==> config.mk <==
export PLATFORM = sky130hd
export DESIGN_NAME = bbg_emit
export DESIGN_NICKNAME = d
export VERILOG_FILES = /design/src/rtl/core/bbg_pkg.sv /design/src/rtl/core/bbg_emit.sv
export SDC_FILE = /design/constraint.sdc
export NUM_CORES = 1
export LEC_CHECK = 0
export ABC_AREA = 1
export BUFFER_PORTS_ARGS = -buffer_cell sky130_fd_sc_hd__buf_2
export CAP_MARGIN = 10
export CORE_AREA = 4 4 195 197
export DETAILED_ROUTE_END_ITERATION = 10
export DIE_AREA = 0 0 199 201
export PLACE_DENSITY_LB_ADDON = 0.12
export SYNTH_ARGS = -nofsm -noshare
export SYNTH_HDL_FRONTEND = slang
export SYNTH_SLANG_ARGS = --single-unit
==> constraint.sdc <==
create_clock -name clk -period 31.9 [get_ports clk]
set_input_delay 7.975 -clock clk [delete_from_list [all_inputs] [get_ports clk]]
set_output_delay 7.975 -clock clk [all_outputs]
set_load 0.01 [all_outputs]
==> src/rtl/core/bbg_pkg.sv <==
// shared widths, register and face codes, and types for the box boundary ghost generator
package bbg_pkg;

	localparam int INDEX_BITS  = 20;
	localparam int COORD_W     = 32;
	localparam int LEN_W       = 31;
	localparam int FACTOR_W    = 16;
	localparam int CFG_INDEX_W = 3;
	localparam int FACE_W      = 3;
	localparam int NUM_AXES    = 3;
	localparam int NUM_FACES   = 6;
	localparam int FRAC_SHIFT  = 12;
	localparam int PROD_W      = LEN_W + FACTOR_W;

	// configuration register indexes
	localparam logic [CFG_INDEX_W-1:0] REG_BOX_LOW_X  = 3'd0;
	localparam logic [CFG_INDEX_W-1:0] REG_BOX_LOW_Y  = 3'd1;
	localparam logic [CFG_INDEX_W-1:0] REG_BOX_LOW_Z  = 3'd2;
	localparam logic [CFG_INDEX_W-1:0] REG_BOX_HIGH_X = 3'd3;
	localparam logic [CFG_INDEX_W-1:0] REG_BOX_HIGH_Y = 3'd4;
	localparam logic [CFG_INDEX_W-1:0] REG_BOX_HIGH_Z = 3'd5;
	localparam logic [CFG_INDEX_W-1:0] REG_REACH      = 3'd6;
	localparam logic [CFG_INDEX_W-1:0] REG_MIN_GAP    = 3'd7;

	// face codes, low faces first
	localparam logic [FACE_W-1:0] FACE_LOW_X  = 3'd0;
	localparam logic [FACE_W-1:0] FACE_LOW_Y  = 3'd1;
	localparam logic [FACE_W-1:0] FACE_LOW_Z  = 3'd2;
	localparam logic [FACE_W-1:0] FACE_HIGH_X = 3'd3;
	localparam logic [FACE_W-1:0] FACE_HIGH_Y = 3'd4;
	localparam logic [FACE_W-1:0] FACE_HIGH_Z = 3'd5;

	localparam logic [COORD_W-1:0]  BOX_LOW_RESET  = 32'h0000_0000;
	localparam logic [COORD_W-1:0]  BOX_HIGH_RESET = 32'h0001_0000;
	localparam logic [FACTOR_W-1:0] REACH_RESET    = 16'd8192;
	localparam logic [FACTOR_W-1:0] MIN_GAP_RESET  = 16'd410;

	typedef struct packed {
		logic [NUM_AXES-1:0][COORD_W-1:0] box_low;
		logic [NUM_AXES-1:0][COORD_W-1:0] box_high;
		logic [FACTOR_W-1:0]              reach;
		logic [FACTOR_W-1:0]              min_gap;
	} cfg_t;

	// one particle with all of its candidate ghosts
	typedef struct packed {
		logic [NUM_AXES-1:0][COORD_W-1:0]  pos;
		logic [NUM_FACES-1:0][COORD_W-1:0] mirror;
		logic [LEN_W-1:0]                  len;
		logic [INDEX_BITS-1:0]             index;
		logic [NUM_FACES-1:0]              mask;
	} ghost_set_t;

endpackage

==> src/rtl/core/bbg_emit.sv <==
// output register that drains the qualified ghosts of one particle, one beat per face
module bbg_emit (
	input  logic                           clk,
	input  logic                           arst_n,
	input  logic                           set_valid,
	output logic                           set_take,
	input  bbg_pkg::ghost_set_t            set,
	output logic                           out_valid,
	input  logic                           out_ready,
	output logic [bbg_pkg::COORD_W-1:0]    ghost_x,
	output logic [bbg_pkg::COORD_W-1:0]    ghost_y,
	output logic [bbg_pkg::COORD_W-1:0]    ghost_z,
	output logic [bbg_pkg::LEN_W-1:0]      ghost_len,
	output logic [bbg_pkg::INDEX_BITS-1:0] source_index,
	output logic [bbg_pkg::FACE_W-1:0]     face_id,
	output logic                           last_ghost
);

	bbg_pkg::ghost_set_t           item_q;
	logic [bbg_pkg::NUM_FACES-1:0] mask_q;
	logic [bbg_pkg::NUM_FACES-1:0] sel_oh;
	logic                          busy, beat, last_c;
	logic [bbg_pkg::NUM_AXES-1:0][bbg_pkg::COORD_W-1:0] coord_c;
	logic [bbg_pkg::FACE_W-1:0]    face_c;

	assign busy     = |mask_q;
	assign sel_oh   = mask_q & (~mask_q + 1'b1);
	assign last_c   = (mask_q & (mask_q - 1'b1)) == '0;
	assign beat     = busy && out_ready;
	// a new set loads when nothing is left or the final ghost leaves now
	assign set_take = !busy || (out_ready && last_c);

	always_comb begin
		coord_c = item_q.pos;
		face_c  = bbg_pkg::FACE_LOW_X;
		for (int f = 0; f < bbg_pkg::NUM_FACES; f++) begin
			if (sel_oh[f]) begin
				coord_c[f % bbg_pkg::NUM_AXES] = item_q.mirror[f];
				face_c = bbg_pkg::FACE_W'(f);
			end
		end
	end

	always_ff @(posedge clk or negedge arst_n) begin
		if (!arst_n) begin
			mask_q <= '0;
		end else if (set_take) begin
			mask_q <= set_valid ? set.mask : '0;
		end else if (beat) begin
			mask_q <= mask_q & ~sel_oh;
		end
	end

	always_ff @(posedge clk) begin
		if (set_take && set_valid)
			item_q <= set;
	end

	assign out_valid    = busy;
	assign ghost_x      = coord_c[0];
	assign ghost_y      = coord_c[1];
	assign ghost_z      = coord_c[2];
	assign ghost_len    = item_q.len;
	assign source_index = item_q.index;
	assign face_id      = face_c;
	assign last_ghost   = last_c;

	a_more_follow: assert property (@(posedge clk) disable iff (!arst_n)
		beat && !last_c |=> out_valid)
		else $error("ghost run ended before its last beat");

	a_face_order: assert property (@(posedge clk) disable iff (!arst_n)
		beat && !last_c |=> face_id > $past(face_id))
		else $error("ghost faces out of order");

	a_load_shows: assert property (@(posedge clk) disable iff (!arst_n)
		set_take && set_valid && (set.mask != '0) |=> out_valid)
		else $error("loaded ghost set not presented");

	a_drain_idle: assert property (@(posedge clk) disable iff (!arst_n)
		beat && last_c && !set_valid |=> !out_valid)
		else $error("ghost appeared after run drained with no new set");

endmodule

==> impl_metrics.toml <==
[detailed_routing]
drc = 0
routed_wirelength_microns = 35100
vias = 8597
drtIter0Drc = 343
antenna_left = 0
post_drt_wl_per_cell_microns = 19.1
drt_first_pass_iters = 4
viasPerCell = 4.66

[synthesis]
synth_cells = 890
synth_top_area_share_pct = 78.0
yosysSeqAreaShare_pct = 79.2
synth_top_area_cell = "edfxtp_1"
netlist_area_sq_um = 13000
synth_area_leaders = "edfxtp_1 (78%), a31oi_1 (4.6%), nand2_1 (4.2%), buf_4 (3.1%), nor2_1 (2.9%)"
ys_warn_count = 0
syn_nets = 1239
synth.avg_cell_area_sq_um = 14.7
ys_seq_elements = 345
yosysUniqueCellTypes = 21

[clock_tree]
cts-buffers-inserted = 38
cts_sinks = 345
worstSkewPairLatency_ps = 520
root_buffer = "clkbuf_16"
cts.htree.levels = 2
postCtsHoldBufs = 0
path_clk_slew_ps = 60
cts_buffer_depth = 3
post-cts-setup-buffers = 0
cts-resized-gates = 0
cts_tree = "done"

[run]
cap_violations = 0

[global_routing]
antenna_found_initial = 10
grt_remaining_overflow = 0
grt_pass1_wl_microns = 51100
grt_pass1_vias = 8659
grt_usage_pct = 16.8
grt_max_degree = 179

[setup_path]
cp_max_fo = 5
critical_path.most_common_cell = "buf_2"
r2r_slack_ps = 27160
worstPathCellList = "buf_2, inv_1, nand2_1, inv_2, nor2_4, buf_2"
crit_slowest_cell = "nor2_4"
critPathLaunchType = "input port"
worst-setup-path-type = "in -> out"
crit_arrival_ps = 8750
rr_startpoint = "mask_q[1]$_DFFE_PN0P_"
cp-end-kind = "primary output"
r2r_end = "item_q[153]$_DFFE_PP_"
reg2reg_depth = 9
crit_required_ps = 23930
cpPeakStageDelay_ps = 180

[finish]
layout-drive-gt1-share_pct = 42.2
fillers = 3421
layout_commonest_cell = "buf_2"
area_delta_synth_final_pct = 28.9
most-common-layout-cells = "buf_2 (501), edfxtp_1 (339), nand2_1 (146)"
num-nets-final = 1691

[floorplan]
coreArea_sq_um = 36300
rows = 70
dieArea_sq_um = 40000
dieWidth_microns = 199
ios = 502
fp.dieH_microns = 201
start_util_pct = 36.0

[pwr]
power_density_nw_per_um2 = 92.1
combPwrFrac_pct = 30.5
switching_share_pct = 33.5
clockPowerShare_pct = 27.2
p_int_w = 0.00103
peakVddDrop_mv = 0.0505
total_power_w = 0.00155
pwr-share-seq_pct = 42.3
p_sw_w = 0.000518
power_leakage_nw = 6.76

[timing]
hold_violations = 0
hold_ws_ps = 594
tns_ps = 0
skew_ps = 15.8
setup-violations-final = 0
layout_setup_ws_ps = 15180
relSlewSlack_pct = 27.8
fmax_ghz = 0.0598
fin_crit_ps = 16720
slew_violations = 0
rsz0062_at_grt = "false"
tightest_slew_ps = 1080
min_period_over_period_pct = 52.4

[placed_design]
dp_slack_ps = 15190
port-buffer-count = 501
dp_hpwl_microns = 24500
gp_congestion = 0.775

[min_path]
min_to = "mask_q[5]$_DFFE_PN0P_"
hold_path_class = "reg -> reg"
hp-start = "mask_q[5]$_DFFE_PN0P_"
min_path_cells = 2

[run_status]
status = "finished clean"
power groups by stage:
stage               logic [W]  clock network [W]  registers, W
detailed placement   0.000489                  0      0.000666
finish               0.000473           0.000421      0.000656
CTS                  0.000489           0.000435      0.000657
floorplan            0.000298                  0      0.000705
global placement     0.000488                  0      0.000664
global route         0.000526           0.000454      0.000665
worst max-delay path, delay by kind of cell:
| kind | cells | cell delay (ps) |
|---|---|---|
| buffers and inverters | 4 | 430 |
| AND/OR/NAND/NOR | 2 | 340 |
cell usage after synthesis (all sizes together):
library cell / n
dfrtp: 6
a31oi: 96
nand4: 2
nand2: 149
inv: 12
a21oi: 4
o21ai: 4
nor3b: 1
buf: 84
nor2: 105
clkbuf: 16
edfxtp: 339
nand3: 72
area by class of cell:
class                           instances  area [sq um]  area share (%)
Antenna cell                            7          17.5           0.104
Clock buffer                           56          1090            6.50
Clock inverter                         11           105           0.625
Inverter                               12          45.0           0.268
Multi-Input combinational cell        433          2040            12.1
Sequential cell                       345         10300            61.4
Tap cell                              468           586            3.48
Timing Repair Buffer                  512          2600            15.5
worst max path at each step:
stage / startpoint / endpoint / slack [ps] / cells after the start
2_1_floorplan: out_ready / ghost_len[0]$_DFFE_PP_ / 9820 / 4
3_3_place_gp: out_ready / set_take / 15220 / 6
3_5_place_dp: out_ready / set_take / 15190 / 6
4_1_cts: out_ready / set_take / 15190 / 6
5_1_grt: out_ready / set_take / 15110 / 6
6_report: out_ready / set_take / 15180 / 6
layer usage:
layer	part of all wire [%]	vias to the layer above	track usage, %
met1	37	4034	19.1
met3	10	64	6.70
met5	0.13	-	0
li1	-	4140	-
met2	50	351	29.1
met4	2.6	8	5.23
through the flow:
step / cell area (sq um) / util, % / cells
after floorplan: 13000 / - / 890
after global placement: 15600 / 43.0 / 1770
after detailed placement: 15600 / 43.0 / 1770
after CTS: 16800 / 46.3 / 1837
after global routing: 16800 / 46.4 / 1842
final: 16800 / 46.4 / 1844
flip-flops by register name (all words and copies together) (netlist names):
register,cells
mask_q,6
ghost_len,31
source_index,20
item_q,288
kinds of logic (layout without fill, tap and decap cells):
family | after synthesis | after routing | synth area share (%)
flip-flops | 345 | 345 | 79.2
AND/OR/NAND/NOR | 329 | 329 | 10.5
buffers and inverters | 112 | 591 | 5.35
AO/OA/AOI/OAI | 104 | 104 | 4.94
other | 0 | 7 | 0
Note: power is estimated with default switching activity, not from simulation.
