**src/rtl/core/bbg_pkg.sv**
```systemverilog
// shared widths, register and face codes, and types for the box boundary ghost generator
package bbg_pkg;

	localparam int INDEX_BITS  = 20;
	localparam int COORD_W     = 32;
	localparam int LEN_W       = 31;
	localparam int FACTOR_W    = 16;
	localparam int CFG_INDEX_W = 3;
	localparam int FACE_W      = 3;
	localparam int NUM_AXES    = 3;
	localparam int NUM_FACES   = 6;
	localparam int FRAC_SHIFT  = 12;
	localparam int PROD_W      = LEN_W + FACTOR_W;

	// configuration register indexes
	localparam logic [CFG_INDEX_W-1:0] REG_BOX_LOW_X  = 3'd0;
	localparam logic [CFG_INDEX_W-1:0] REG_BOX_LOW_Y  = 3'd1;
	localparam logic [CFG_INDEX_W-1:0] REG_BOX_LOW_Z  = 3'd2;
	localparam logic [CFG_INDEX_W-1:0] REG_BOX_HIGH_X = 3'd3;
	localparam logic [CFG_INDEX_W-1:0] REG_BOX_HIGH_Y = 3'd4;
	localparam logic [CFG_INDEX_W-1:0] REG_BOX_HIGH_Z = 3'd5;
	localparam logic [CFG_INDEX_W-1:0] REG_REACH      = 3'd6;
	localparam logic [CFG_INDEX_W-1:0] REG_MIN_GAP    = 3'd7;

	// face codes, low faces first
	localparam logic [FACE_W-1:0] FACE_LOW_X  = 3'd0;
	localparam logic [FACE_W-1:0] FACE_LOW_Y  = 3'd1;
	localparam logic [FACE_W-1:0] FACE_LOW_Z  = 3'd2;
	localparam logic [FACE_W-1:0] FACE_HIGH_X = 3'd3;
	localparam logic [FACE_W-1:0] FACE_HIGH_Y = 3'd4;
	localparam logic [FACE_W-1:0] FACE_HIGH_Z = 3'd5;

	localparam logic [COORD_W-1:0]  BOX_LOW_RESET  = 32'h0000_0000;
	localparam logic [COORD_W-1:0]  BOX_HIGH_RESET = 32'h0001_0000;
	localparam logic [FACTOR_W-1:0] REACH_RESET    = 16'd8192;
	localparam logic [FACTOR_W-1:0] MIN_GAP_RESET  = 16'd410;

	typedef struct packed {
		logic [NUM_AXES-1:0][COORD_W-1:0] box_low;
		logic [NUM_AXES-1:0][COORD_W-1:0] box_high;
		logic [FACTOR_W-1:0]              reach;
		logic [FACTOR_W-1:0]              min_gap;
	} cfg_t;

	// one particle with all of its candidate ghosts
	typedef struct packed {
		logic [NUM_AXES-1:0][COORD_W-1:0]  pos;
		logic [NUM_FACES-1:0][COORD_W-1:0] mirror;
		logic [LEN_W-1:0]                  len;
		logic [INDEX_BITS-1:0]             index;
		logic [NUM_FACES-1:0]              mask;
	} ghost_set_t;

endpackage

```
**src/rtl/core/bbg_pipe.sv**
```systemverilog
// three stage datapath: inside test and thresholds, face qualification, mirrored coordinates
module bbg_pipe (
	input  logic                           clk,
	input  logic                           arst_n,
	input  bbg_pkg::cfg_t                  cfg,
	input  logic                           in_valid,
	output logic                           in_ready,
	input  logic [bbg_pkg::COORD_W-1:0]    pos_x,
	input  logic [bbg_pkg::COORD_W-1:0]    pos_y,
	input  logic [bbg_pkg::COORD_W-1:0]    pos_z,
	input  logic [bbg_pkg::LEN_W-1:0]      smooth_len,
	input  logic [bbg_pkg::INDEX_BITS-1:0] particle_index,
	output logic                           set_valid,
	input  logic                           set_ready,
	output bbg_pkg::ghost_set_t            set
);

	localparam int MIRROR_W = bbg_pkg::PROD_W + 3;
	localparam int FLOOR_W  = MIRROR_W - bbg_pkg::FRAC_SHIFT;
	localparam int PAD_W    = MIRROR_W - bbg_pkg::COORD_W - bbg_pkg::FRAC_SHIFT;
	localparam int DQ_PAD_W = bbg_pkg::PROD_W - bbg_pkg::COORD_W - bbg_pkg::FRAC_SHIFT;

	// floor result to signed 32 bits with saturation
	function automatic logic [bbg_pkg::COORD_W-1:0] sat_coord(input logic [FLOOR_W-1:0] v);
		logic [FLOOR_W-bbg_pkg::COORD_W:0] top;
		top = v[FLOOR_W-1:bbg_pkg::COORD_W-1];
		if ((&top) || !(|top))
			return v[bbg_pkg::COORD_W-1:0];
		else if (v[FLOOR_W-1])
			return {1'b1, {(bbg_pkg::COORD_W-1){1'b0}}};
		else
			return {1'b0, {(bbg_pkg::COORD_W-1){1'b1}}};
	endfunction

	logic valid_s1, valid_s2, valid_s3;
	logic ready_s1, ready_s2, ready_s3;

	assign ready_s3 = !valid_s3 || set_ready;
	assign ready_s2 = !valid_s2 || ready_s3;
	assign ready_s1 = !valid_s1 || ready_s2;
	assign in_ready = ready_s1;

	// stage 1
	logic [bbg_pkg::NUM_AXES-1:0][bbg_pkg::COORD_W-1:0]  pos_in;
	logic [bbg_pkg::NUM_FACES-1:0][bbg_pkg::COORD_W-1:0] dist_c;
	logic                                                inside_c;
	logic [bbg_pkg::PROD_W-1:0]                          gap_c, reach_c;

	assign pos_in = {pos_z, pos_y, pos_x};

	always_comb begin
		inside_c = 1'b1;
		for (int a = 0; a < bbg_pkg::NUM_AXES; a++) begin
			if ($signed(pos_in[a]) < $signed(cfg.box_low[a]) ||
			    $signed(pos_in[a]) > $signed(cfg.box_high[a]))
				inside_c = 1'b0;
			// nonnegative and below 2^32 whenever the particle is inside
			dist_c[a]                    = pos_in[a] - cfg.box_low[a];
			dist_c[a + bbg_pkg::NUM_AXES] = cfg.box_high[a] - pos_in[a];
		end
	end

	assign gap_c   = {{bbg_pkg::LEN_W{1'b0}}, cfg.min_gap} *
	                 {{bbg_pkg::FACTOR_W{1'b0}}, smooth_len};
	assign reach_c = {{bbg_pkg::LEN_W{1'b0}}, cfg.reach} *
	                 {{bbg_pkg::FACTOR_W{1'b0}}, smooth_len};

	logic [bbg_pkg::NUM_AXES-1:0][bbg_pkg::COORD_W-1:0]  pos_s1;
	logic [bbg_pkg::NUM_FACES-1:0][bbg_pkg::COORD_W-1:0] dist_s1;
	logic                                                inside_s1;
	logic [bbg_pkg::PROD_W-1:0]                          gap_s1, reach_s1;
	logic [bbg_pkg::LEN_W-1:0]                           len_s1;
	logic [bbg_pkg::INDEX_BITS-1:0]                      index_s1;

	always_ff @(posedge clk) begin
		if (ready_s1) begin
			pos_s1    <= pos_in;
			dist_s1   <= dist_c;
			inside_s1 <= inside_c;
			gap_s1    <= gap_c;
			reach_s1  <= reach_c;
			len_s1    <= smooth_len;
			index_s1  <= particle_index;
		end
	end

	// stage 2
	logic [bbg_pkg::NUM_FACES-1:0][bbg_pkg::PROD_W-1:0] dq_c, dqf_c;
	logic [bbg_pkg::NUM_FACES-1:0]                      mask_c;

	always_comb begin
		for (int f = 0; f < bbg_pkg::NUM_FACES; f++) begin
			dq_c[f]   = {{DQ_PAD_W{1'b0}}, dist_s1[f], {bbg_pkg::FRAC_SHIFT{1'b0}}};
			dqf_c[f]  = (dq_c[f] < gap_s1) ? gap_s1 : dq_c[f];
			mask_c[f] = inside_s1 && (dqf_c[f] < reach_s1);
		end
	end

	logic [bbg_pkg::NUM_AXES-1:0][bbg_pkg::COORD_W-1:0] pos_s2;
	logic [bbg_pkg::NUM_FACES-1:0][bbg_pkg::PROD_W-1:0] dqf_s2;
	logic [bbg_pkg::NUM_FACES-1:0]                      mask_s2;
	logic [bbg_pkg::LEN_W-1:0]                          len_s2;
	logic [bbg_pkg::INDEX_BITS-1:0]                     index_s2;

	always_ff @(posedge clk) begin
		if (ready_s2) begin
			pos_s2   <= pos_s1;
			dqf_s2   <= dqf_c;
			mask_s2  <= mask_c;
			len_s2   <= len_s1;
			index_s2 <= index_s1;
		end
	end

	// stage 3
	logic [bbg_pkg::NUM_FACES-1:0][MIRROR_W-1:0]         p28_c, step_c, sum_c;
	logic [bbg_pkg::NUM_FACES-1:0][bbg_pkg::COORD_W-1:0] mirror_c;

	always_comb begin
		for (int f = 0; f < bbg_pkg::NUM_FACES; f++) begin
			p28_c[f] = {{PAD_W{pos_s2[f % bbg_pkg::NUM_AXES][bbg_pkg::COORD_W-1]}},
			            pos_s2[f % bbg_pkg::NUM_AXES], {bbg_pkg::FRAC_SHIFT{1'b0}}};
			step_c[f] = {2'b00, dqf_s2[f], 1'b0};
			// high faces push outward in +, low faces in -
			sum_c[f]  = (f >= bbg_pkg::NUM_AXES) ? p28_c[f] + step_c[f] : p28_c[f] - step_c[f];
			mirror_c[f] = sat_coord(sum_c[f][MIRROR_W-1:bbg_pkg::FRAC_SHIFT]);
		end
	end

	bbg_pkg::ghost_set_t set_s3;

	always_ff @(posedge clk) begin
		if (ready_s3) begin
			set_s3.pos    <= pos_s2;
			set_s3.mirror <= mirror_c;
			set_s3.len    <= len_s2;
			set_s3.index  <= index_s2;
			set_s3.mask   <= mask_s2;
		end
	end

	always_ff @(posedge clk or negedge arst_n) begin
		if (!arst_n) begin
			valid_s1 <= 1'b0;
			valid_s2 <= 1'b0;
			valid_s3 <= 1'b0;
		end else begin
			if (ready_s1)
				valid_s1 <= in_valid;
			if (ready_s2)
				valid_s2 <= valid_s1;
			if (ready_s3)
				valid_s3 <= valid_s2;
		end
	end

	assign set_valid = valid_s3;
	assign set       = set_s3;

endmodule

```
**config.mk**
```make
export PLATFORM = sky130hd
export DESIGN_NAME = bbg_pipe
export DESIGN_NICKNAME = d
export VERILOG_FILES = /design/src/rtl/core/bbg_pkg.sv /design/src/rtl/core/bbg_pipe.sv
export SDC_FILE = /design/constraint.sdc
export NUM_CORES = 2
export LEC_CHECK = 0
export ABC_AREA = 1
export BUFFER_PORTS_ARGS = -buffer_cell sky130_fd_sc_hd__buf_2
export CAP_MARGIN = 0
export CORE_MARGIN = 5
export CORE_UTILIZATION = 57
export CTS_CLUSTER_DIAMETER = 40
export CTS_CLUSTER_SIZE = 24
export DETAILED_ROUTE_END_ITERATION = 8
export PLACE_DENSITY = 0.76
export REMOVE_ABC_BUFFERS = 1
export SETUP_SLACK_MARGIN = 0.3
export SLEW_MARGIN = 20
export SYNTH_ARGS = -nofsm -noshare
export SYNTH_HDL_FRONTEND = slang
export SYNTH_SLANG_ARGS = --single-unit
```
**constraint.sdc**
```tcl
create_clock -name clk -period 37.7 [get_ports clk]
set_input_delay 7.54 -clock clk [delete_from_list [all_inputs] [get_ports clk]]
set_output_delay 7.54 -clock clk [all_outputs]
set_load 0.02 [all_outputs]
```
==> impl_metrics.env <==
export IMPL_crit_type="primary input to output pin"
export IMPL_drive_above_1_share=0.0891
export IMPL_synth_top_family_by_area="adder cells"
export IMPL_netlist_area_sq_um=110000
export IMPL_critPathMaxFanout=18
export IMPL_clk_latency_ns=0.84
export IMPL_drtPass1Iterations=8
export IMPL_hold_class="flop to flop"
export IMPL_grt_ovfl_total=0
export IMPL_ff_latch_area_sq_um=35500
export IMPL_antenna_found_initial=17
export IMPL_seq_area_frac_synth=0.322
export IMPL_synthArstFlopShare=0.00253
export IMPL_hold_buffers=0
export IMPL_hold_viol_final=0
export IMPL_rows=161
export IMPL_cp_data_arrival_time_ns=9.04
export IMPL_wl_um=374000
export IMPL_synth_fa_ha_area_frac=0.286
export IMPL_die_y_um=450
export IMPL_placement_io_buffers=721
export IMPL_core_sq_um=193000
export IMPL_layout_nets=15900
export IMPL_cts_repair_resized=0
export IMPL_yosysUniqueCellTypes=67
export IMPL_cap_violations=0
export IMPL_finalCritPeriodShare=0.440
export IMPL_start_util=0.573
export IMPL_worstPathRequired_ns=30.16
export IMPL_wl_per_cell_um=23.1
export IMPL_ios=722
export IMPL_cts_buffer_depth=3
export IMPL_ant_nets=0
export IMPL_setup_violations_final=0
export IMPL_clkTransAtPathRegs_ns=0.07
export IMPL_yosys_top_cells_area="edfxtp_1 32%, fa_1 15%, ha_1 14%"
export IMPL_netlist_instances=12800
export IMPL_critPathCaptureType="output pin"
export IMPL_synth_top_area_share=0.321
export IMPL_grt_max_degree=109
export IMPL_postCtsSetupBuffers=0
export IMPL_start_kind="primary input"
export IMPL_place_hpwl_um=293000
export IMPL_die_area_sq_um=203000
export IMPL_grt_pass1_wl_um=556000
export IMPL_synth_compound_area_frac=0.0935
export IMPL_max_freq_ghz=0.0603
export IMPL_worst_slew_pin_transition_ns=1.26
export IMPL_ctsHtreeMaxLevel=4
export IMPL_cts_root_buf="clkbuf_16"
export IMPL_maxSlewHeadroom=0.159
export IMPL_yosys_area_share_simple=0.169
export IMPL_grt_pass1_vias=91200
export IMPL_vias=92700
export IMPL_drt_iter0_drc=8711
export IMPL_drv_slew=0
export IMPL_synth_top_area_cell="edfxtp_1"
export IMPL_via_per_inst=5.71
export IMPL_period_minus_slack_ns=16.58
export IMPL_synth_edf_count=1181
export IMPL_remaining_drc_errors=0
export IMPL_gp_congestion=1.03
export IMPL_grt_use_total=0.365
export IMPL_cts_sinks=1184
export IMPL_synthFlopType="edfxtp_1"
export IMPL_dieWidth_um=450
export IMPL_num_fill_cells=16500
export IMPL_synth_xor_area_frac=0.0359
export IMPL_yosysWarnings=0
export IMPL_multi_input_area_sq_um=64500
export IMPL_skew_ns=0.0539
export IMPL_synth_seq_cells=1184
export IMPL_numCtsBuffers=167
export IMPL_cts_tree="yes"
export IMPL_rsz0062_at_grt="no"
export IMPL_status="completed"
export IMPL_syn_to_final_growth_pct=11.1
export IMPL_setup_tns_ns=0
export IMPL_synth_avg_cell_area_sq_um=8.59
export IMPL_muxShareOfSynthArea=0
-- worst max-delay path, stage by stage --
cell and delay, ns:
buf_2 0.10, inv_1 0.08, nand2_4 0.15, nor2_1 0.47
nand2_4 0.38, buf_2 0.29
-- path summary, 6_finish.rpt --
path	cells past startpoint	endpoint	startpoint	slack [ns]
worst max-delay path	6	in_ready	set_ready	21.12
worst min-delay path	0	len_s2[9]	len_s1[9]	0.41
worst max register to register	17	mask_s2[4]	gap_s1[38]	31.64
worst min register to register	0	len_s2[9]	len_s1[9]	0.41
max in group asynchronous	1	valid_s1	arst_n	31.07
min in group asynchronous	1	set_valid	arst_n	6.51
-- final cells by class --
class | count | area share
antenna | 18 | 0.000367
clock buffer | 178 | 0.0348
clock inverter | 134 | 0.0143
inverter | 2414 | 0.0739
multi-input combinational | 8952 | 0.526
sequential | 1184 | 0.290
tap | 2526 | 0.0258
timing repair buffer | 820 | 0.0355
-- through the flow --
stage	setup WS, ns	instance area [sq um]	utilization	hold WS (ns)	std cells
finish	21.12	123000	0.637	0.409	16200
detailed placement	21.13	117000	0.605	0.405	15900
global placement	21.16	117000	0.605	0.400	15900
floorplan	5.29	109000	-	0.400	12600
global route	21.02	123000	0.637	0.410	16200
CTS	21.13	123000	0.637	0.406	16200
-- cells in the final DEF, fill, tap and decap left out, types with 36 or more instances in the layout --
cell,netlist,layout
fa_1,817,817
nand3_1,287,281
o21a_1,69,69
nand2_1,3124,3122
a21o_1,57,57
edfxtp_1,1181,1181
o21ai_0,570,570
a211oi_1,36,36
inv_1,2404,2403
o21bai_1,41,41
ha_1,1213,1213
xor2_1,298,298
nor2_1,819,819
nand4_1,108,108
buf_2,29,721
nor4_1,57,57
a21oi_1,893,893
o211ai_1,44,44
clkbuf_16,0,169
xnor2_1,154,154
buf_4,16,99
nor3_1,101,101
a31oi_1,52,52
-- registers in the layout, indices dropped and copies added, names as in the netlist --
signal	flops
dist_s1	192
dqf_s2	249
gap_s1	47
index_s1	20
index_s2	20
inside_s1	1
len_s1	31
len_s2	31
mask_s2	6
p28_c	96
pos_s1	96
reach_s1	47
set	345
set_valid	1
valid_s1	1
valid_s2	1
-- routing by layer --
metal / track usage / wire length (um) / vias up
li1: - / - / 42900
met1: 0.475 / 144000 / 43700
met2: 0.558 / 162000 / 4920
met3: 0.0849 / 40800 / 1108
met4: 0.220 / 27500 / 14
met5: 0 / 87 / -
-- cell families (layout without fill, tap and decap cells) --
group / after synthesis / after routing
xor+xnor: 452 / 452
flops: 1184 / 1184
other cells: 0 / 18
simple gates: 4601 / 4601
buf+inv: 2710 / 3546
fa+ha+maj: 2030 / 2030
compound gates: 1869 / 1869
-- synth_stat cells (13+ instances only) --
library cell / n
o21ai_0: 570
buf_4: 16
nand3_1: 287
ha_1: 1213
nand4_1: 108
buf_6: 20
nand2_2: 19
edfxtp_1: 1181
nand2_1: 3124
fa_1: 817
xor2_1: 298
buf_2: 29
nor2_1: 819
nor3_1: 101
o21bai_1: 41
clkbuf_1: 228
inv_1: 2404
o21ai_1: 30
nand3_2: 13
a211oi_1: 36
a21oi_1: 893
o21a_1: 69
xnor2_1: 154
a31oi_1: 52
o211ai_1: 44
nand3b_1: 19
a21boi_0: 16
a21o_1: 57
nor4_1: 57
Power is left out: the tool's default activity adds up to more than one toggle a clock period on the data nets, which glitch-free logic cannot reach.
