==> config.mk <==
export PLATFORM = sky130hd
export DESIGN_NAME = bbg_cfg
export DESIGN_NICKNAME = d
export VERILOG_FILES = /design/src/rtl/core/bbg_pkg.sv /design/src/rtl/core/bbg_cfg.sv
export SDC_FILE = /design/constraint.sdc
export NUM_CORES = 1
export LEC_CHECK = 0
export ABC_AREA = 0
export CAP_MARGIN = 20
export CORE_AREA = 5 5 131 133
export CTS_BUF_LIST = sky130_fd_sc_hd__clkbuf_16
export DETAILED_ROUTE_END_ITERATION = 10
export DIE_AREA = 0 0 136 138
export DONT_BUFFER_PORTS = 1
export GPL_TIMING_DRIVEN = 0
export HOLD_SLACK_MARGIN = 0.02
export PLACE_DENSITY = 0.66
export SLEW_MARGIN = 10
export SYNTH_ARGS = -nofsm -noshare
export SYNTH_HDL_FRONTEND = slang
export SYNTH_SLANG_ARGS = --single-unit
==> constraint.sdc <==
create_clock -name clk -period 1 [get_ports clk]
set_input_delay 0.05 -clock clk [delete_from_list [all_inputs] [get_ports clk]]
set_output_delay 0.05 -clock clk [all_outputs]
set_load 0.05 [all_outputs]
==> src/rtl/core/bbg_pkg.sv <==
// shared widths, register and face codes, and types for the box boundary ghost generator
package bbg_pkg;

	localparam int INDEX_BITS  = 20;
	localparam int COORD_W     = 32;
	localparam int LEN_W       = 31;
	localparam int FACTOR_W    = 16;
	localparam int CFG_INDEX_W = 3;
	localparam int FACE_W      = 3;
	localparam int NUM_AXES    = 3;
	localparam int NUM_FACES   = 6;
	localparam int FRAC_SHIFT  = 12;
	localparam int PROD_W      = LEN_W + FACTOR_W;

	// configuration register indexes
	localparam logic [CFG_INDEX_W-1:0] REG_BOX_LOW_X  = 3'd0;
	localparam logic [CFG_INDEX_W-1:0] REG_BOX_LOW_Y  = 3'd1;
	localparam logic [CFG_INDEX_W-1:0] REG_BOX_LOW_Z  = 3'd2;
	localparam logic [CFG_INDEX_W-1:0] REG_BOX_HIGH_X = 3'd3;
	localparam logic [CFG_INDEX_W-1:0] REG_BOX_HIGH_Y = 3'd4;
	localparam logic [CFG_INDEX_W-1:0] REG_BOX_HIGH_Z = 3'd5;
	localparam logic [CFG_INDEX_W-1:0] REG_REACH      = 3'd6;
	localparam logic [CFG_INDEX_W-1:0] REG_MIN_GAP    = 3'd7;

	// face codes, low faces first
	localparam logic [FACE_W-1:0] FACE_LOW_X  = 3'd0;
	localparam logic [FACE_W-1:0] FACE_LOW_Y  = 3'd1;
	localparam logic [FACE_W-1:0] FACE_LOW_Z  = 3'd2;
	localparam logic [FACE_W-1:0] FACE_HIGH_X = 3'd3;
	localparam logic [FACE_W-1:0] FACE_HIGH_Y = 3'd4;
	localparam logic [FACE_W-1:0] FACE_HIGH_Z = 3'd5;

	localparam logic [COORD_W-1:0]  BOX_LOW_RESET  = 32'h0000_0000;
	localparam logic [COORD_W-1:0]  BOX_HIGH_RESET = 32'h0001_0000;
	localparam logic [FACTOR_W-1:0] REACH_RESET    = 16'd8192;
	localparam logic [FACTOR_W-1:0] MIN_GAP_RESET  = 16'd410;

	typedef struct packed {
		logic [NUM_AXES-1:0][COORD_W-1:0] box_low;
		logic [NUM_AXES-1:0][COORD_W-1:0] box_high;
		logic [FACTOR_W-1:0]              reach;
		logic [FACTOR_W-1:0]              min_gap;
	} cfg_t;

	// one particle with all of its candidate ghosts
	typedef struct packed {
		logic [NUM_AXES-1:0][COORD_W-1:0]  pos;
		logic [NUM_FACES-1:0][COORD_W-1:0] mirror;
		logic [LEN_W-1:0]                  len;
		logic [INDEX_BITS-1:0]             index;
		logic [NUM_FACES-1:0]              mask;
	} ghost_set_t;

endpackage

==> src/rtl/core/bbg_cfg.sv <==
// configuration register file for the box corners and the reach and gap factors
module bbg_cfg (
	input  logic                            clk,
	input  logic                            arst_n,
	input  logic                            cfg_valid,
	output logic                            cfg_ready,
	input  logic [bbg_pkg::CFG_INDEX_W-1:0] cfg_index,
	input  logic [bbg_pkg::COORD_W-1:0]     cfg_data,
	output bbg_pkg::cfg_t                   cfg
);

	bbg_pkg::cfg_t cfg_q;

	assign cfg_ready = 1'b1;
	assign cfg       = cfg_q;

	always_ff @(posedge clk or negedge arst_n) begin
		if (!arst_n) begin
			cfg_q.box_low  <= {bbg_pkg::NUM_AXES{bbg_pkg::BOX_LOW_RESET}};
			cfg_q.box_high <= {bbg_pkg::NUM_AXES{bbg_pkg::BOX_HIGH_RESET}};
			cfg_q.reach    <= bbg_pkg::REACH_RESET;
			cfg_q.min_gap  <= bbg_pkg::MIN_GAP_RESET;
		end else if (cfg_valid && cfg_ready) begin
			case (cfg_index)
				bbg_pkg::REG_BOX_LOW_X:  cfg_q.box_low[0]  <= cfg_data;
				bbg_pkg::REG_BOX_LOW_Y:  cfg_q.box_low[1]  <= cfg_data;
				bbg_pkg::REG_BOX_LOW_Z:  cfg_q.box_low[2]  <= cfg_data;
				bbg_pkg::REG_BOX_HIGH_X: cfg_q.box_high[0] <= cfg_data;
				bbg_pkg::REG_BOX_HIGH_Y: cfg_q.box_high[1] <= cfg_data;
				bbg_pkg::REG_BOX_HIGH_Z: cfg_q.box_high[2] <= cfg_data;
				bbg_pkg::REG_REACH:      cfg_q.reach   <= cfg_data[bbg_pkg::FACTOR_W-1:0];
				bbg_pkg::REG_MIN_GAP:    cfg_q.min_gap <= cfg_data[bbg_pkg::FACTOR_W-1:0];
				default: ;
			endcase
		end
	end

endmodule

==> flow_summary.json, run 1 <==
{
  "status": "finished with violations",
  "failed_checks": "negative hold slack, negative setup slack",
  "vias_per_cell": 5.579,
  "yosysMostFrequentCell": "dfrtp_1",
  "synth_largest_area_cell": "dfrtp_1",
  "gp_congestion": 0.7664,
  "die_area_sq_um": 18770,
  "avgRoutedWirePerCell_microns": 26.42,
  "yosys_register_bits": 224,
  "h-tree-depth": 1,
  "placed_area_sq_um": 9201,
  "final_nets": 580,
  "yosysSeqAreaShare": 0.6617,
  "hold_path.class": "in2async",
  "slew_headroom": 0.6571,
  "cts_buffers": 23,
  "powerDensity_nw_per_um2": 3003,
  "stdcell_count": 775,
  "cap_violations": 0,
  "synth_common_cells": "215 x dfrtp_1, 201 x mux2_2, 23 x mux2_1",
  "overflow": 0,
  "cp_max_fo": 2,
  "endpoint_kind": "output pin",
  "tns_ns": -17.12,
  "setup_ws_ns": -0.2619,
  "grt_usage": 0.2159,
  "grt_pass1_vias": 4919,
  "first_pass_iters": 4,
  "rsz0062_at_grt": "true",
  "ios": 263,
  "cts_tree": "built",
  "io_buffers": 0,
  "leakagePower_nw": 4.372,
  "clock_path_buffers": 3,
  "grt_pass1_wl_mm": 31.60,
  "drt_wl_total_mm": 20.47,
  "cts.sinks": 224,
  "post-route-min-period_ns": 1.262,
  "p_sw_mw": 13.14,
  "antenna_found_initial": 1,
  "grt_max_degree": 225,
  "core_sq_um": 15710,
  "clk_pin_slew_ns": 0.06,
  "min_period_over_period": 1.262,
  "arrival_ns": 1.21,
  "dp_hpwl_mm": 13.52,
  "setup_violations": 224,
  "slew_violations": 0,
  "netlist.area_leader.share": 0.6338,
  "fin_area_sq_um": 10530,
  "pwr-share-clk": 0.262,
  "vdd_drop_max_v": 0.001846,
  "power.internal_mw": 18.48,
  "initial_utilization": 0.5402,
  "first_iter_violations": 154,
  "synth_warnings": 0,
  "fp-row-count": 46,
  "die_w_microns": 136,
  "syn_inst": 485,
  "largest_reg_flops": 224,
  "final_layout_size_suffix_gt1_frac": 0.8978,
  "synth-main-ff-cell": "dfrtp_1",
  "syn_nets": 523,
  "max_freq_ghz": 0.7925,
  "post_cts_buffers": 0,
  "pwr-share-seq": 0.647,
  "drc": 0,
  "synthArstFlopShare": 1.000,
  "die_h_microns": 138,
  "cts_root_buf": "clkbuf_16",
  "cts_hold_buffers": 33,
  "syn-mean-instance-area_sq_um": 17.50,
  "worstSetupPathType": "reg2out",
  "yosys-top-cells-area": "dfrtp_1 63%, mux2_2 27%, mux2_1 3.1%",
  "start_kind": "register",
  "synthDistinctLibCells": 14,
  "synth_edf_count": 0,
  "postRouteAntennaNets": 0,
  "finalHoldViolCount": 226,
  "swShare": 0.4157,
  "area_growth_pct": 24.07,
  "crit_required_ns": 0.95,
  "dp.cells": 701,
  "dr_total_vias": 4324,
  "holdWs_ns": -0.7487,
  "clock_latency_ns": 0.49,
  "comb_power_share": 0.091,
  "finClkSkew_ns": 0,
  "netlist_area_sq_um": 8488,
  "worstMarginPinSlew_ns": 0.5122
}
[layout make-up]
class / instances / area, sq um
flip-flops and latches: 224 / 5889
fillers: 1071 / 5181
multi-input cells: 233 / 2982
clock buffers: 23 / 575.6
plain buffers: 28 / 331.6
repair buffers: 32 / 320.3
well taps: 216 / 270.3
clock inverters: 18 / 160.2
diodes: 1 / 2.502
[per-stage QoR]
step / util / setup slack [ns] / power, mW
2_1_floorplan: - / -0.2209 / 21.81
3_3_place_gp: 0.5856 / -0.4452 / 22.68
3_5_place_dp: 0.5856 / -0.4433 / 22.86
4_1_cts: 0.6703 / -0.2787 / 31.85
5_1_grt: 0.6703 / -0.2871 / 32.71
6_report: 0.6703 / -0.2619 / 31.62
[path summary, 6_finish.rpt]
check / slack [ns] / startpoint / cells past startpoint / endpoint
setup / recovery: -0.26 / cfg[7]$_DFFE_PN1P_ / 0 / cfg[7]
hold / removal: -0.75 / arst_n / 0 / cfg[82]$_DFFE_PN0P_
setup reg to reg: 0.01 / cfg[30]$_DFFE_PN0P_ / 1 / cfg[30]$_DFFE_PN0P_
hold reg to reg: 0.73 / cfg[73]$_DFFE_PN0P_ / 1 / cfg[73]$_DFFE_PN0P_
max in group asynchronous: 1.30 / arst_n / 0 / cfg[2]$_DFFE_PN0P_
min in group clk: -0.02 / cfg_index[2] / 3 / cfg[144]$_DFFE_PN0P_
[cell families after synthesis]
group,share of synthesized area
and+or+nand+nor,0.01297
buffers and inverters,0.02771
muxes,0.2972
DFF,0.6617
other,0.0004418
[power by group through the flow]
stage / clock [mW] / combinational (mW) / sequential, mW
global route: 8.90 / 3.11 / 20.7
floorplan: 0 / 2.42 / 19.4
global placement: 0 / 2.54 / 20.1
finish: 8.29 / 2.87 / 20.5
detailed placement: 0 / 2.68 / 20.2
CTS: 8.46 / 2.88 / 20.5
[timing repair]
action                                  in CTS  in global routing
endpoints found under the setup margin     435                231
gates resized for setup                    211                  2
endpoints found under the hold margin      448                226
[metal layers]
| metal | share of wire | vias to the layer above | global-route usage |
|---|---|---|---|
| met4 | 0.020 | 0 | 0.05889 |
| met3 | 0.12 | 31 | 0.09253 |
| li1 | - | 1834 | - |
| met5 | 0 | - | 0 |
| met1 | 0.38 | 2262 | 0.2657 |
| met2 | 0.49 | 197 | 0.3499 |
[placed cells by master, fill, tap and decap left out]
cell / count
and4bb_2: 1
buf_12: 2
buf_2: 2
buf_4: 3
buf_6: 15
buf_8: 6
bufinv_16: 3
clkbuf_16: 23
clkinv_1: 4
clkinv_2: 2
clkinvlp_4: 3
conb_1: 1
dfrtp_2: 215
dfstp_2: 8
dfstp_4: 1
diode_2: 1
dlygate4sd3_1: 32
inv_1: 6
mux2_1: 10
mux2_2: 122
mux2_4: 92
nand4_2: 1
nand4b_1: 2
nand4b_4: 1
nor4b_4: 1
nor4bb_1: 2
(Power assumes the default switching activity.)
==> inputs of run 2 (changes only) <==
--- a/config.mk
+++ b/config.mk
@@ -7,14 +7,14 @@
 export LEC_CHECK = 0
 export ABC_AREA = 0
 export CAP_MARGIN = 20
-export CORE_AREA = 5 5 131 133
+export CORE_AREA = 5 5 137 139
 export CTS_BUF_LIST = sky130_fd_sc_hd__clkbuf_16
 export DETAILED_ROUTE_END_ITERATION = 10
-export DIE_AREA = 0 0 136 138
+export DIE_AREA = 0 0 142 144
 export DONT_BUFFER_PORTS = 1
 export GPL_TIMING_DRIVEN = 0
 export HOLD_SLACK_MARGIN = 0.02
-export PLACE_DENSITY = 0.66
+export PLACE_DENSITY = 0.61
 export SLEW_MARGIN = 10
 export SYNTH_ARGS = -nofsm -noshare
 export SYNTH_HDL_FRONTEND = slang
==> run 2 against run 1 <==
  * The flow still finishes with violations (negative hold slack, negative setup slack)
  * Utilization down 6.6 points
  * Power grew 1.5%
  * Critical path depth is the same
  * Final area is 0.62% higher
  * Count of clock-buffer cells in the layout stayed put
  * Maximum frequency grew 1.1%
  * Setup slack improved by 0.013 ns
  * Final cell count grew 1.7%
  * Non-clock buffer count grew 1
  * Flip-flop and latch count is the same
  * Via count shrank 0.28%
  * Combinational power about the same
  * Highest routed layer unchanged
==> flow_summary.json, run 2 (synthesis results as in run 1) <==
{
  "status": "finished with violations",
  "failed_checks": "negative hold slack, negative setup slack",
  "multi_input_area_sq_um": 2978,
  "cts_hold_buffers": 34,
  "grt_pass1_wl_mm": 30.42,
  "initial_utilization": 0.4841,
  "slew_headroom": 0.6625,
  "tns_ns": -15.96,
  "first_pass_iters": 4,
  "fillers": 1332,
  "drc": 0,
  "dp_hpwl_mm": 13.59,
  "placed_area_sq_um": 9218,
  "cts.sinks": 224,
  "overflow": 0,
  "powerDensity_nw_per_um2": 3030,
  "hold_path.class": "in2async",
  "final_nets": 581,
  "worstMarginPinSlew_ns": 0.5041,
  "final_util": 0.6043,
  "ios": 263,
  "max_freq_ghz": 0.8010,
  "finalHoldViolCount": 226,
  "postRouteAntennaNets": 0,
  "die_w_microns": 142,
  "regArea_sq_um": 5886,
  "cts_buffers": 23,
  "p_sw_mw": 13.13,
  "largest_reg_flops": 224,
  "setup_ws_ns": -0.2485,
  "clock_path_buffers": 3,
  "cp_max_fo": 2,
  "top_usage_layer": "met2",
  "crit_required_ns": 0.95,
  "clk_pin_slew_ns": 0.06,
  "grt.met1_usage": 0.2301,
  "comb_power_share": 0.089,
  "finClkSkew_ns": 0,
  "leakagePower_nw": 4.401,
  "die_h_microns": 144,
  "cts_root_buf": "clkbuf_16",
  "final_layout_size_suffix_gt1_frac": 0.8962,
  "h-tree-depth": 1,
  "arrival_ns": 1.20,
  "layout_common_cells": "215 x dfrtp_2, 122 x mux2_2, 91 x mux2_4",
  "avgRoutedWirePerCell_microns": 25.74,
  "fin_area_sq_um": 10600,
  "io_buffers": 0,
  "grt_max_degree": 225,
  "met3_usage": 0.08763,
  "cts_tree": "built",
  "setup_violations": 224,
  "rsz0062_at_grt": "true",
  "drt_wl_total_mm": 20.29,
  "power.internal_mw": 18.98,
  "endpoint_kind": "output pin",
  "antenna_found_initial": 0,
  "vias_per_cell": 5.472,
  "start_kind": "register",
  "antenna_cells": 0,
  "gr-usage-met2": 0.3175,
  "grt_usage": 0.1921,
  "pwr-share-seq": 0.636,
  "holdWs_ns": -0.7462,
  "slew_violations": 0,
  "grt_pass1_vias": 4825,
  "pwr-share-clk": 0.275,
  "post-route-min-period_ns": 1.248,
  "clock_latency_ns": 0.48,
  "swShare": 0.4088,
  "fp-row-count": 49,
  "gp_congestion": 0.7337,
  "first_iter_violations": 88,
  "core_sq_um": 17530,
  "dr_total_vias": 4312,
  "cap_violations": 0,
  "power.total_mw": 32.10,
  "post_cts_buffers": 0,
  "die_area_sq_um": 20450,
  "final_common_cell": "dfrtp_2",
  "area_growth_pct": 24.84,
  "worstSetupPathType": "reg2out",
  "min_period_over_period": 1.248,
  "vdd_drop_max_v": 0.001936
}
==> run 2: through the flow <==
| stage | instances | worst slack (ns) |
|---|---|---|
| floorplan | 485 | -0.2209 |
| finish | 788 | -0.2485 |
| global placement | 714 | -0.4161 |
| detailed placement | 714 | -0.4421 |
| CTS | 789 | -0.2680 |
| global route | 788 | -0.2762 |
==> run 2: worst paths after layout <==
| kind | start | end | slack (ns) | cells past startpoint |
|---|---|---|---|---|
| max reg2reg | cfg[28]$_DFFE_PN0P_ | cfg[28]$_DFFE_PN0P_ | 0.03 | 1 |
| min reg2reg | cfg[149]$_DFFE_PN0P_ | cfg[149]$_DFFE_PN0P_ | 0.72 | 1 |
| max in group asynchronous | arst_n | cfg[7]$_DFFE_PN1P_ | 1.46 | 0 |
| min | arst_n | cfg[82]$_DFFE_PN0P_ | -0.75 | 0 |
| max | cfg[29]$_DFFE_PN1P_ | cfg[29] | -0.25 | 0 |
| min in group clk | cfg_index[2] | cfg[144]$_DFFE_PN0P_ | -0.02 | 3 |
==> run 2: per-layer routing <==
metal / vias to the layer above / part of all wire
met4: 0 / 0.019
li1: 1825 / -
met3: 26 / 0.12
met5: - / 0
met2: 191 / 0.49
met1: 2270 / 0.37
==> run 2: layout make-up <==
type	instances	area share
Timing Repair Buffer	33	0.03141
Buffer	28	0.03129
Multi-Input combinational cell	233	0.2810
Sequential cell	224	0.5554
Clock buffer	23	0.05432
Clock inverter	18	0.01948
Tap cell	229	0.02704
==> run 2: timing repair <==
item	CTS	global route
gates resized for setup	211	1
endpoints found under the hold margin	448	226
setup endpoints to repair	435	229
gates cloned	0	0
==> run 2: power by group through the flow <==
stage,sequential (mW),combinational [mW],clock [mW]
5_1_grt,20.7,3.09,9.40
3_3_place_gp,20.1,2.54,0
6_report,20.4,2.85,8.83
4_1_cts,20.5,2.89,9.02
3_5_place_dp,20.2,2.68,0
2_1_floorplan,19.4,2.42,0
==> inputs of run 3 (changes only) <==
--- a/config.mk
+++ b/config.mk
@@ -14,7 +14,7 @@
 export DONT_BUFFER_PORTS = 1
 export GPL_TIMING_DRIVEN = 0
 export HOLD_SLACK_MARGIN = 0.02
-export PLACE_DENSITY = 0.61
+export REMOVE_ABC_BUFFERS = 1
 export SLEW_MARGIN = 10
 export SYNTH_ARGS = -nofsm -noshare
 export SYNTH_HDL_FRONTEND = slang
==> run 3 against run 2 <==
  * The run still ends with negative hold slack, negative setup slack left
  * Combinational power decreased by 19%
  * Flip-flop and latch count stayed put
  * Final cell count shrank 0.38%
  * Count of clock-buffer cells in the layout is 2 higher
  * Clock skew unchanged
  * Setup slack got worse by 0.012 ns
  * Non-clock buffer count decreased by 6
  * Via count up 1.1%
  * Hold slack got worse by 0.014 ns
  * Largest cell class unchanged
==> flow_summary.json, run 3 (synthesis results as in run 1) <==
{
  "placed_area_sq_um": 8796,
  "die_area_sq_um": 20450,
  "finClkSkew_ns": 0,
  "dp_slack_ns": -0.7162,
  "fin_area_sq_um": 10220,
  "r2r_slack_ns": 0.02,
  "min_period_over_period": 1.260,
  "met3_usage": 0.09821,
  "cts.sinks": 224,
  "layout_common_cells": "215 x dfrtp_2, 201 x mux2_2, 33 x dlygate4sd3_1",
  "rsz0062_at_grt": "true",
  "dp_hpwl_mm": 13.62,
  "cap_violations": 0,
  "post-route-min-period_ns": 1.260,
  "endpoint_kind": "output pin",
  "area_growth_pct": 20.45,
  "clock_latency_ns": 0.50,
  "failed_checks": "negative hold slack, negative setup slack",
  "gp_congestion": 0.7488,
  "final_nets": 576,
  "vdd_drop_max_v": 0.002102,
  "die_h_microns": 144,
  "first_pass_iters": 3,
  "slew_violations": 0,
  "cts_hold_buffers": 33,
  "setup_violations": 224,
  "worstMarginPinSlew_ns": 0.6289,
  "rr_startpoint": "cfg[7]$_DFFE_PN1P_",
  "status": "finished with violations",
  "worstSetupPathType": "reg2out",
  "clock_path_buffers": 3,
  "arrival_ns": 1.21,
  "start_kind": "register",
  "antenna_found_initial": 0,
  "largest_reg_flops": 224,
  "setup_ws_ns": -0.2600,
  "vias_per_cell": 5.555,
  "postRouteAntennaNets": 0,
  "cp_max_fo": 2,
  "finalHoldViolCount": 251,
  "avgRoutedWirePerCell_microns": 25.65,
  "cts_root_buf": "clkbuf_16",
  "core_sq_um": 17530,
  "die_w_microns": 142,
  "clk_pin_slew_ns": 0.06,
  "r2r_end": "cfg[7]$_DFFE_PN1P_",
  "tns_ns": -18.89,
  "h-tree-depth": 1,
  "drc": 0,
  "drt_wl_total_mm": 20.14,
  "crit_required_ns": 0.95,
  "grt_pass1_wl_mm": 30.66,
  "grt_pass1_vias": 4858,
  "overflow": 0,
  "rr_worst_depth": 1,
  "antenna_cells": 0,
  "powerDensity_nw_per_um2": 3065,
  "hold_path.class": "in2async",
  "io_buffers": 0,
  "max_freq_ghz": 0.7936,
  "holdWs_ns": -0.7598,
  "grt.met1_usage": 0.2361,
  "leakagePower_nw": 4.090,
  "cts_buffers": 24,
  "initial_utilization": 0.4841,
  "fp-row-count": 49,
  "ios": 263,
  "cts_tree": "built",
  "gr-usage-met2": 0.3106,
  "slew_headroom": 0.5797,
  "grt_usage": 0.1930,
  "final_common_cell": "dfrtp_2",
  "final_layout_size_suffix_gt1_frac": 0.8867,
  "grt_max_degree": 225,
  "top_usage_layer": "met2",
  "first_iter_violations": 92,
  "dr_total_vias": 4361
}
-- run 3: worst max-delay path by stage --
stage / from / endpoint / slack, ns / depth (start not counted)
3_3_place_gp: cfg_index[0] / cfg[85]$_DFFE_PN0P_ / -6.57 / 2
4_1_cts: cfg[7]$_DFFE_PN1P_ / cfg[7] / -0.28 / 0
2_1_floorplan: cfg_index[0] / cfg[80]$_DFFE_PN1P_ / -2.85 / 2
6_report: cfg[4]$_DFFE_PN1P_ / cfg[4] / -0.26 / 0
5_1_grt: cfg[4]$_DFFE_PN1P_ / cfg[4] / -0.29 / 0
3_5_place_dp: cfg_index[1] / cfg[144]$_DFFE_PN0P_ / -0.72 / 4
-- run 3: where the power goes --
part	internal, mW	switching (mW)
registers	11.5	8.87
logic	1.59	0.734
clock network	5.07	3.61
total	18.1	13.2
-- run 3: final cells by class --
cell class / instances / area (sq um)
clock buffers: 25 / 625.6
well taps: 229 / 286.5
fillers: 1302 / 7311
flip-flops and latches: 224 / 5886
clock inverters: 19 / 157.7
repair buffers: 55 / 594.3
multi-input cells: 233 / 2674
-- run 3: routing by layer --
metal,share of wire,vias up
met5,0,-
met4,0.011,0
met3,0.13,18
met2,0.48,195
met1,0.38,2315
li1,-,1833
-- run 3: what timing repair did --
item                                    in CTS  in global routing
resized for setup                          215                  2
pin swaps                                    1                  0
endpoints found under the hold margin      448                269
endpoints found under the setup margin     440                226
setup buffers                                5                  0
-- run 3: per-stage QoR --
step	std cells	power, mW	hold WS (ns)	util
5_1_grt	785	32.49	-0.7903	0.5831
2_1_floorplan	457	21.18	-0.2456	-
4_1_cts	785	31.64	-0.7772	0.5826
3_3_place_gp	686	22.03	-0.2404	0.4870
6_report	785	31.34	-0.7598	0.5831
3_5_place_dp	703	22.24	-0.2405	0.5016
